$ cat config.mk
export PLATFORM = sky130hd
export DESIGN_NAME = audio_sample_packet_aggregator
export DESIGN_NICKNAME = d
export VERILOG_FILES = /design/src/hdl/aspa_pkg.sv /design/src/hdl/aspa_cfg.sv /design/src/hdl/aspa_core.sv /design/src/hdl/aspa_queue.sv /design/src/hdl/audio_sample_packet_aggregator.sv
export VERILOG_INCLUDE_DIRS = /design/src /design/src/hdl
export SDC_FILE = /design/constraint.sdc
export NUM_CORES = 2
export LEC_CHECK = 0
export CAP_MARGIN = 25
export CORE_MARGIN = 2
export CORE_UTILIZATION = 54
export DETAILED_ROUTE_END_ITERATION = 10
export DONT_BUFFER_PORTS = 1
export MAX_ROUTING_LAYER = met4
export PLACE_DENSITY = 0.72
export SYNTH_ARGS = -nofsm -noshare
export SYNTH_HDL_FRONTEND = slang
export SYNTH_SLANG_ARGS = --single-unit
$ cat constraint.sdc
create_clock -name i_clk -period 17.34 [get_ports i_clk]
set_input_delay 3.468 -clock i_clk [delete_from_list [all_inputs] [get_ports i_clk]]
set_output_delay 3.468 -clock i_clk [all_outputs]
set_load 0.05 [all_outputs]
$ cat src/hdl/assert_macros.svh
// ----------------------------------------------------------------------------
// Assertion macros
// Shared concurrent assertion forms for the packet aggregator RTL.
// ----------------------------------------------------------------------------
`ifndef ASSERT_MACROS_SVH
`define ASSERT_MACROS_SVH

// Property that must hold at every clock edge outside reset
`define ASSERT_ALWAYS(lbl, clk, rst_n, prop, msg) \
    lbl: assert property (@(posedge clk) disable iff (!rst_n) (prop)) else $error(msg);

// Same-cycle implication
`define ASSERT_IMPL(lbl, clk, rst_n, ante, cons, msg) \
    lbl: assert property (@(posedge clk) disable iff (!rst_n) (ante) |-> (cons)) \
        else $error(msg);

// Next-cycle implication
`define ASSERT_NEXT(lbl, clk, rst_n, ante, cons, msg) \
    lbl: assert property (@(posedge clk) disable iff (!rst_n) (ante) |=> (cons)) \
        else $error(msg);

`endif

$ cat src/hdl/aspa_pkg.sv
// ----------------------------------------------------------------------------
// aspa_pkg
// Types and constants shared by the audio sample packet aggregator.
// ----------------------------------------------------------------------------
package aspa_pkg;

    // Configuration register indexes
    localparam logic [2:0] CFG_PAYLOAD_LIMIT  = 3'd0;
    localparam logic [2:0] CFG_PACKET_HEADER  = 3'd1;
    localparam logic [2:0] CFG_SAMPLE_HEADER  = 3'd2;
    localparam logic [2:0] CFG_MAX_SAMPLES    = 3'd3;
    localparam logic [2:0] CFG_SAMPLE_DUR     = 3'd4;

    // Configuration reset values
    localparam logic [15:0] RST_PAYLOAD_LIMIT = 16'd1460;
    localparam logic [7:0]  RST_PACKET_HEADER = 8'd0;
    localparam logic [7:0]  RST_SAMPLE_HEADER = 8'd0;
    localparam logic [7:0]  RST_MAX_SAMPLES   = 8'd1;
    localparam logic [31:0] RST_SAMPLE_DUR    = 32'd1024;

    // Result kinds
    localparam logic KIND_PACKET   = 1'b0;
    localparam logic KIND_FRAGMENT = 1'b1;

    // Result queue geometry
    localparam int QDEPTH = 4;
    localparam int QPTR_W = 2;
    localparam int QCNT_W = 3;

    typedef struct packed {
        logic [19:0] sample_size;
        logic        end_of_track;
    } t_in_item;

    typedef struct packed {
        logic        kind;
        logic [31:0] first_sample_id;
        logic [7:0]  sample_count;
        logic [19:0] fragment_bytes;
        logic [39:0] duration;
        logic        last;
    } t_out_item;

    typedef struct packed {
        logic [15:0] payload_limit;
        logic [7:0]  packet_header_bytes;
        logic [7:0]  sample_header_bytes;
        logic [7:0]  max_samples;
        logic [31:0] sample_duration;
    } t_cfg;

    // Up to two results from one item; a is always older than b
    typedef struct packed {
        logic      a_valid;
        logic      b_valid;
        t_out_item a;
        t_out_item b;
    } t_push;

endpackage

$ cat src/hdl/aspa_cfg.sv
// ----------------------------------------------------------------------------
// aspa_cfg
// Configuration register file, written through a valid/ready channel.
// ----------------------------------------------------------------------------
module aspa_cfg (
    input  logic              i_clk,
    input  logic              i_rst_n,
    input  logic              i_cfg_valid,
    output logic              o_cfg_ready,
    input  logic [2:0]        i_cfg_index,
    input  logic [31:0]       i_cfg_data,
    output aspa_pkg::t_cfg    o_cfg
);

    aspa_pkg::t_cfg r_cfg;
    logic           wr_en;

    // Always able to take a write
    assign o_cfg_ready = 1'b1;
    assign wr_en       = i_cfg_valid && o_cfg_ready;
    assign o_cfg       = r_cfg;

    // Register update; unknown indexes are dropped
    always_ff @(posedge i_clk) begin
        if (!i_rst_n) begin
            r_cfg.payload_limit       <= aspa_pkg::RST_PAYLOAD_LIMIT;
            r_cfg.packet_header_bytes <= aspa_pkg::RST_PACKET_HEADER;
            r_cfg.sample_header_bytes <= aspa_pkg::RST_SAMPLE_HEADER;
            r_cfg.max_samples         <= aspa_pkg::RST_MAX_SAMPLES;
            r_cfg.sample_duration     <= aspa_pkg::RST_SAMPLE_DUR;
        end else if (wr_en) begin
            unique case (i_cfg_index)
                aspa_pkg::CFG_PAYLOAD_LIMIT: begin
                    r_cfg.payload_limit <= i_cfg_data[15:0];
                end
                aspa_pkg::CFG_PACKET_HEADER: begin
                    r_cfg.packet_header_bytes <= i_cfg_data[7:0];
                end
                aspa_pkg::CFG_SAMPLE_HEADER: begin
                    r_cfg.sample_header_bytes <= i_cfg_data[7:0];
                end
                aspa_pkg::CFG_MAX_SAMPLES: begin
                    r_cfg.max_samples <= i_cfg_data[7:0];
                end
                aspa_pkg::CFG_SAMPLE_DUR: begin
                    r_cfg.sample_duration <= i_cfg_data;
                end
                default: begin
                end
            endcase
        end
    end

endmodule

$ cat src/hdl/aspa_core.sv
// ----------------------------------------------------------------------------
// aspa_core
// Input register, packet state and the single-pass packing decision.
// ----------------------------------------------------------------------------
`include "assert_macros.svh"

module aspa_core (
    input  logic               i_clk,
    input  logic               i_rst_n,
    input  logic               i_in_valid,
    output logic               o_in_stall,
    input  aspa_pkg::t_in_item i_in_data,
    input  aspa_pkg::t_cfg     i_cfg,
    input  logic               i_room,
    output aspa_pkg::t_push    o_push
);

    // Input register
    logic               r_in_valid;
    aspa_pkg::t_in_item r_in;

    // Open packet state
    logic [15:0] r_bytes, n_bytes;
    logic [7:0]  r_held, n_held;
    logic [31:0] r_first, n_first;
    logic [31:0] r_next, n_next;

    logic        fire, accept;
    logic [20:0] need;
    logic [15:0] base, base1;
    logic [21:0] sum0, sum1;
    logic        close_cond, do_close, fits, flush;
    logic [7:0]  held1, held2;
    logic [31:0] first2;
    logic [39:0] prod, flush_dur;

    // Item moves on when the queue can take two results
    assign fire       = r_in_valid && i_room;
    assign o_in_stall = r_in_valid && !fire;
    assign accept     = i_in_valid && !o_in_stall;

    always_ff @(posedge i_clk) begin
        if (!i_rst_n) begin
            r_in_valid <= 1'b0;
        end else if (accept) begin
            r_in_valid <= 1'b1;
        end else if (fire) begin
            r_in_valid <= 1'b0;
        end
    end

    always_ff @(posedge i_clk) begin
        if (accept) begin
            r_in <= i_in_data;
        end
    end

    // Packing decision
    assign prod = 40'(r_held) * 40'(i_cfg.sample_duration);

    always_comb begin
        need  = 21'(r_in.sample_size) + 21'(i_cfg.sample_header_bytes);
        base  = (r_held != 8'd0) ? r_bytes : 16'(i_cfg.packet_header_bytes);
        sum0  = 22'(base) + 22'(need);
        close_cond = (r_held >= i_cfg.max_samples) ||
                     (sum0 > 22'(i_cfg.payload_limit));
        do_close = close_cond && (r_held != 8'd0);
        held1 = close_cond ? 8'd0 : r_held;
        base1 = close_cond ? 16'(i_cfg.packet_header_bytes) : base;
        sum1  = 22'(base1) + 22'(need);
        fits  = (sum1 <= 22'(i_cfg.payload_limit));
        held2 = fits ? held1 + 8'd1 : 8'd0;
        first2 = (fits && held1 == 8'd0) ? r_next : r_first;
        flush = r_in.end_of_track && fits;
        flush_dur = close_cond ? 40'(i_cfg.sample_duration)
                               : prod + 40'(i_cfg.sample_duration);

        // Next state
        n_bytes = fits ? sum1[15:0] : 16'(i_cfg.packet_header_bytes);
        n_held  = held2;
        n_first = first2;
        n_next  = r_next + 32'd1;
        if (r_in.end_of_track) begin
            n_bytes = 16'(i_cfg.packet_header_bytes);
            n_held  = 8'd0;
            n_first = 32'd1;
            n_next  = 32'd1;
        end

        // Closed packet
        o_push.a_valid           = fire && do_close;
        o_push.a.kind            = aspa_pkg::KIND_PACKET;
        o_push.a.first_sample_id = r_first;
        o_push.a.sample_count    = r_held;
        o_push.a.fragment_bytes  = 20'd0;
        o_push.a.duration        = prod;
        o_push.a.last            = fits && !r_in.end_of_track;

        // Fragment request or end-of-track flush
        o_push.b_valid = fire && (!fits || flush);
        if (!fits) begin
            o_push.b.kind            = aspa_pkg::KIND_FRAGMENT;
            o_push.b.first_sample_id = r_next;
            o_push.b.sample_count    = 8'd1;
            o_push.b.fragment_bytes  = r_in.sample_size;
            o_push.b.duration        = 40'(i_cfg.sample_duration);
        end else begin
            o_push.b.kind            = aspa_pkg::KIND_PACKET;
            o_push.b.first_sample_id = first2;
            o_push.b.sample_count    = held2;
            o_push.b.fragment_bytes  = 20'd0;
            o_push.b.duration        = flush_dur;
        end
        o_push.b.last = 1'b1;
    end

    // State update
    always_ff @(posedge i_clk) begin
        if (!i_rst_n) begin
            r_bytes <= 16'd0;
            r_held  <= 8'd0;
            r_first <= 32'd1;
            r_next  <= 32'd1;
        end else if (fire) begin
            r_bytes <= n_bytes;
            r_held  <= n_held;
            r_first <= n_first;
            r_next  <= n_next;
        end
    end

    `ASSERT_NEXT(a_eot_restart, i_clk, i_rst_n, fire && r_in.end_of_track,
        r_next == 32'd1 && r_held == 8'd0, "numbering not restarted after end of track")
    `ASSERT_NEXT(a_id_step, i_clk, i_rst_n, fire && !r_in.end_of_track,
        r_next == $past(r_next) + 32'd1, "sample id did not advance by one")
    `ASSERT_IMPL(a_one_open, i_clk, i_rst_n, o_push.a_valid && !o_push.b_valid,
        held2 != 8'd0, "closed packet marked last with no sample taken")

endmodule

$ cat src/hdl/aspa_queue.sv
// ----------------------------------------------------------------------------
// aspa_queue
// Result queue: up to two results in a cycle, one out a cycle unless stalled.
// ----------------------------------------------------------------------------
`include "assert_macros.svh"

module aspa_queue (
    input  logic                i_clk,
    input  logic                i_rst_n,
    input  aspa_pkg::t_push     i_push,
    output logic                o_room,
    output logic                o_out_valid,
    input  logic                i_out_stall,
    output aspa_pkg::t_out_item o_out_data
);

    aspa_pkg::t_out_item r_mem [aspa_pkg::QDEPTH];

    logic [aspa_pkg::QPTR_W-1:0] r_wr, n_wr, r_rd, n_rd;
    logic [aspa_pkg::QCNT_W-1:0] r_count, n_count;
    logic [aspa_pkg::QCNT_W-1:0] push_n;
    logic                        pop;

    // Room for a full two-result transfer
    assign o_room      = r_count <= aspa_pkg::QCNT_W'(aspa_pkg::QDEPTH - 2);
    assign o_out_valid = r_count != '0;
    assign o_out_data  = r_mem[r_rd];
    assign pop         = o_out_valid && !i_out_stall;

    always_comb begin
        push_n  = aspa_pkg::QCNT_W'(i_push.a_valid) + aspa_pkg::QCNT_W'(i_push.b_valid);
        n_wr    = r_wr + push_n[aspa_pkg::QPTR_W-1:0];
        n_rd    = pop ? r_rd + aspa_pkg::QPTR_W'(1) : r_rd;
        n_count = r_count + push_n - aspa_pkg::QCNT_W'(pop);
    end

    // Storage; b lands after a, or in a's place when a is absent
    always_ff @(posedge i_clk) begin
        if (i_push.a_valid) begin
            r_mem[r_wr] <= i_push.a;
            if (i_push.b_valid) begin
                r_mem[r_wr + aspa_pkg::QPTR_W'(1)] <= i_push.b;
            end
        end else if (i_push.b_valid) begin
            r_mem[r_wr] <= i_push.b;
        end
    end

    always_ff @(posedge i_clk) begin
        if (!i_rst_n) begin
            r_wr    <= '0;
            r_rd    <= '0;
            r_count <= '0;
        end else begin
            r_wr    <= n_wr;
            r_rd    <= n_rd;
            r_count <= n_count;
        end
    end

    `ASSERT_ALWAYS(a_no_overflow, i_clk, i_rst_n,
        r_count <= aspa_pkg::QCNT_W'(aspa_pkg::QDEPTH), "result queue overfilled")
    `ASSERT_IMPL(a_push_room, i_clk, i_rst_n, i_push.a_valid || i_push.b_valid,
        o_room, "results pushed without room")
    `ASSERT_NEXT(a_hold_out, i_clk, i_rst_n, o_out_valid && i_out_stall,
        o_out_valid && o_out_data == $past(o_out_data), "stalled result changed")

endmodule

$ cat src/hdl/audio_sample_packet_aggregator.sv
// Path: an item is held in the input register until the queue has room for its results.
// One item and one result per cycle unless stalled; the queue holds four results.
// The input stalls while the queue holds more than two results, until the output drains it.
// Reset: synchronous, active low; clears state and queue, loads register defaults.
// ----------------------------------------------------------------------------
// audio_sample_packet_aggregator
// Packs audio sample sizes into payload packets and fragment requests.
// ----------------------------------------------------------------------------
module audio_sample_packet_aggregator (
    input  logic                i_clk,
    input  logic                i_rst_n,
    input  logic                i_in_valid,
    output logic                o_in_stall,
    input  aspa_pkg::t_in_item  i_in_data,
    output logic                o_out_valid,
    input  logic                i_out_stall,
    output aspa_pkg::t_out_item o_out_data,
    input  logic                i_cfg_valid,
    output logic                o_cfg_ready,
    input  logic [2:0]          i_cfg_index,
    input  logic [31:0]         i_cfg_data
);

    aspa_pkg::t_cfg  cfg;
    aspa_pkg::t_push push;
    logic            room;

    // Configuration registers
    aspa_cfg u_cfg (
        .i_clk       (i_clk),
        .i_rst_n     (i_rst_n),
        .i_cfg_valid (i_cfg_valid),
        .o_cfg_ready (o_cfg_ready),
        .i_cfg_index (i_cfg_index),
        .i_cfg_data  (i_cfg_data),
        .o_cfg       (cfg)
    );

    // Packing decision
    aspa_core u_core (
        .i_clk      (i_clk),
        .i_rst_n    (i_rst_n),
        .i_in_valid (i_in_valid),
        .o_in_stall (o_in_stall),
        .i_in_data  (i_in_data),
        .i_cfg      (cfg),
        .i_room     (room),
        .o_push     (push)
    );

    // Result queue
    aspa_queue u_queue (
        .i_clk       (i_clk),
        .i_rst_n     (i_rst_n),
        .i_push      (push),
        .o_room      (room),
        .o_out_valid (o_out_valid),
        .i_out_stall (i_out_stall),
        .o_out_data  (o_out_data)
    );

endmodule

==> impl_metrics.json <==
{
  "power.density_cell_area_nw_per_um2": 93.4,
  "portBuffers": 0,
  "drtAntennaViolNets": 0,
  "ir_worst_vdd_mv": 0.125,
  "gp_congestion": 0.950,
  "drc": 0,
  "cts_buffer_depth": 3,
  "synth_edf_count": 425,
  "postCtsHoldBufs": 0,
  "synthCells": 3795,
  "drv_cap": 0,
  "layout_setup_ws_ns": 3.37,
  "place_ws_ns": 3.62,
  "num_vias": 29900,
  "setup_tns_ns": 0,
  "yosys_warnings": 0,
  "dp_hpwl_mm": 76.2,
  "drive_above_1_share": 0.0980,
  "cts_resized": 0,
  "finalClockSkew_ns": 0.0474,
  "cts_buffers": 61,
  "nets": 4070,
  "synth_async_sr_flop_share": 0,
  "grt_pass1_vias": 29300,
  "min_period_ns": 13.97,
  "crit_path_start_kind": "register",
  "fp.dieH_um": 276,
  "clock.fmax_mhz": 71.6,
  "grt_usage": 0.305,
  "clk_pin_slew_ns": 0.06,
  "post_cts_buffers": 0,
  "rsz0062_at_grt": "no",
  "tightest_slew_ns": 1.07,
  "multi_input_area_um2": 21700,
  "htree_levels": 2,
  "routed_wirelength_mm": 112,
  "netlist_area_um2": 39800,
  "maxSlewHeadroom": 0.280,
  "crit_path_top_delay_cell": "and3_1",
  "viasPerCell": 6.42,
  "synth-seq-cells": 599,
  "synth_cell_types": 100,
  "cts_tree": "done",
  "timing.final.crit_share": 0.806,
  "status": "finished clean",
  "die_w_um": 276,
  "cts_root_buffer": "clkbuf_16",
  "drt-initial-drc-count": 3366,
  "drt_pre_antenna_iters": 6,
  "synth_top_area_share": 0.320,
  "path_max_fanout": 49,
  "clk-insertion-delay-late_ns": 0.68,
  "drv_slew": 0,
  "final_hold_viol_count": 0,
  "start_util": 0.546,
  "ys.flop_type": "edfxtp_1",
  "synthTopCellsByArea": "edfxtp_1 32%, fa_1 9.3%, dfxtp_1 8.7%",
  "arrival_ns": 14.49,
  "ys_seq_area_frac": 0.408,
  "hold_path_class": "register to register",
  "end_kind": "register",
  "num-fill-cells": 5971,
  "synth.avg_cell_area_um2": 10.5,
  "cp_slowest_stage_delay_ns": 0.78,
  "synth_nets": 4223,
  "critical_path_required_ns": 17.86,
  "finalSetupViolations": 0,
  "rows": 99,
  "wl_per_cell_um": 24.0,
  "pin_count": 166,
  "finalPower_mw": 4.00,
  "crit_type": "register to register",
  "antenna_found_initial": 1,
  "grt_pass1_wl_mm": 173,
  "globalRouteOverflowTotal": 0,
  "fp.dieArea_um2": 75900,
  "core_um2": 73000,
  "regArea_um2": 16300,
  "grt_max_degree": 87,
  "yosys.area.top_type": "edfxtp_1",
  "syn_to_final_growth_pct": 7.43,
  "cts_sinks": 599,
  "leakage_nw": 15.1
}
-- stage by stage --
step | hold slack (ns) | util | cell area, um2 | std cells
after floorplan | 0.428 | - | 39800 | 3795
after global placement | 0.442 | 0.555 | 40500 | 4527
after detailed placement | 0.447 | 0.556 | 40600 | 4536
after CTS | 0.455 | 0.586 | 42800 | 4651
after global routing | 0.475 | 0.586 | 42800 | 4654
final | 0.456 | 0.586 | 42800 | 4654
-- layout by cell type, fill, tap and decap left out, types with 14 or more instances in the layout --
cell type,instances
inv_1,244
ha_1,182
o32ai_1,18
a21oi_1,202
nand3_1,102
mux2i_1,20
fa_1,185
xor2_1,54
nor2_1,122
nand2_1,475
o21bai_1,15
a211oi_1,14
and3_1,106
o21ai_0,110
o21a_1,25
a22o_1,128
xnor2_1,92
a31oi_1,57
nor2b_1,14
dfxtp_1,172
mux4_2,102
clkbuf_16,63
edfxtp_1,425
mux2_2,20
buf_4,56
a21o_1,54
o22ai_1,120
nor3_1,54
nand2b_1,17
nand4_1,21
o211ai_1,28
and2_1,131
-- power breakdown --
part / total, mW / internal, mW / switching, mW
Sequential: 1.67 / 1.60 / 0.0660
Combinational: 0.928 / 0.248 / 0.680
Clock: 1.40 / 0.815 / 0.585
Total: 4.00 / 2.67 / 1.33
-- critical path: cells and delay by family, from the launching register on --
kind	cells	cell delay (ns)
adder cells (fa/ha/maj)	7	1.92
XOR/XNOR	2	0.31
AND/OR/NAND/NOR	14	3.09
multiplexers	2	0.70
buffers and inverters	8	2.62
AO/OA/AOI/OAI	23	4.84
flip-flops	1	0.30
-- cell type report --
type                    instances  share of cell area
repair buffers                 64              0.0132
multi-input cells            2667               0.506
inverters                     249              0.0219
clock inverters                34              0.0107
flip-flops and latches        599               0.380
clock buffers                  81              0.0398
diodes                          1           0.0000585
well taps                     959              0.0280
-- path summary, 6_finish.rpt --
path / startpoint / to / slack [ns] / cells past startpoint
worst max-delay path: u_core.r_held[4] / u_queue.r_mem[3][73] / 3.37 / 56
worst min-delay path: u_cfg.o_cfg[57] / u_cfg.o_cfg[57] / 0.46 / 2
worst max register to register: u_core.r_held[4] / u_queue.r_mem[3][73] / 3.37 / 56
worst min register to register: u_cfg.o_cfg[57] / u_cfg.o_cfg[57] / 0.46 / 2
-- state kept, by name (all words and copies together) (netlist names), named ones only --
| signal | count |
|---|---|
| u_core.r_bytes | 16 |
| u_core.r_in | 21 |
| u_core.r_in_valid | 1 |
| u_core.r_first | 32 |
| u_queue.r_count | 3 |
| u_cfg.o_cfg | 72 |
| u_queue.r_mem | 408 |
| u_core.r_next | 32 |
| u_queue.r_rd | 2 |
| u_core.r_held | 8 |
| u_queue.r_wr | 2 |
-- routing by layer --
metal,vias up,global-route usage,wire [um]
met5,-,-,0
met4,0,0.0807,2840
met3,195,0.0563,11100
met2,1449,0.473,51900
met1,14800,0.413,45900
li1,13500,-,-
-- cell usage after synthesis (9+ instances only) --
library cell  instances
nand2_1             479
edfxtp_1            425
inv_1               244
clkbuf_1            233
a21oi_1             211
fa_1                185
ha_1                182
dfxtp_1             174
and2_1              131
a22o_1              128
nor2_1              124
o22ai_1             121
o21ai_0             111
and3_1              106
mux4_2              102
nand3_1             102
xnor2_1              92
a31oi_1              57
a21o_1               54
nor3_1               54
xor2_1               54
o211ai_1             28
o21a_1               25
nand4_1              21
mux2_2               20
mux2i_1              20
nand2b_1             18
o32ai_1              18
buf_1                17
buf_2                16
nor2b_1              15
o21bai_1             15
a211oi_1             14
buf_4                13
a221oi_1             12
or3_1                12
o21ai_1              11
a21boi_0              9
or2_2                 9
-- cell families (layout without fill, tap and decap cells) --
family                   after synthesis  count (layout)  synth area share
XOR/XNOR                             147             147            0.0325
buffers and inverters                529             428            0.0518
multiplexers                         143             143            0.0686
AND/OR/NAND/NOR                     1108            1108             0.134
adder cells (fa/ha/maj)              367             367             0.150
other                                  1               2         0.0000942
AO/OA/AOI/OAI                        901             901             0.155
flip-flops                           599             599             0.408
Note: power is estimated with default switching activity, not from simulation.
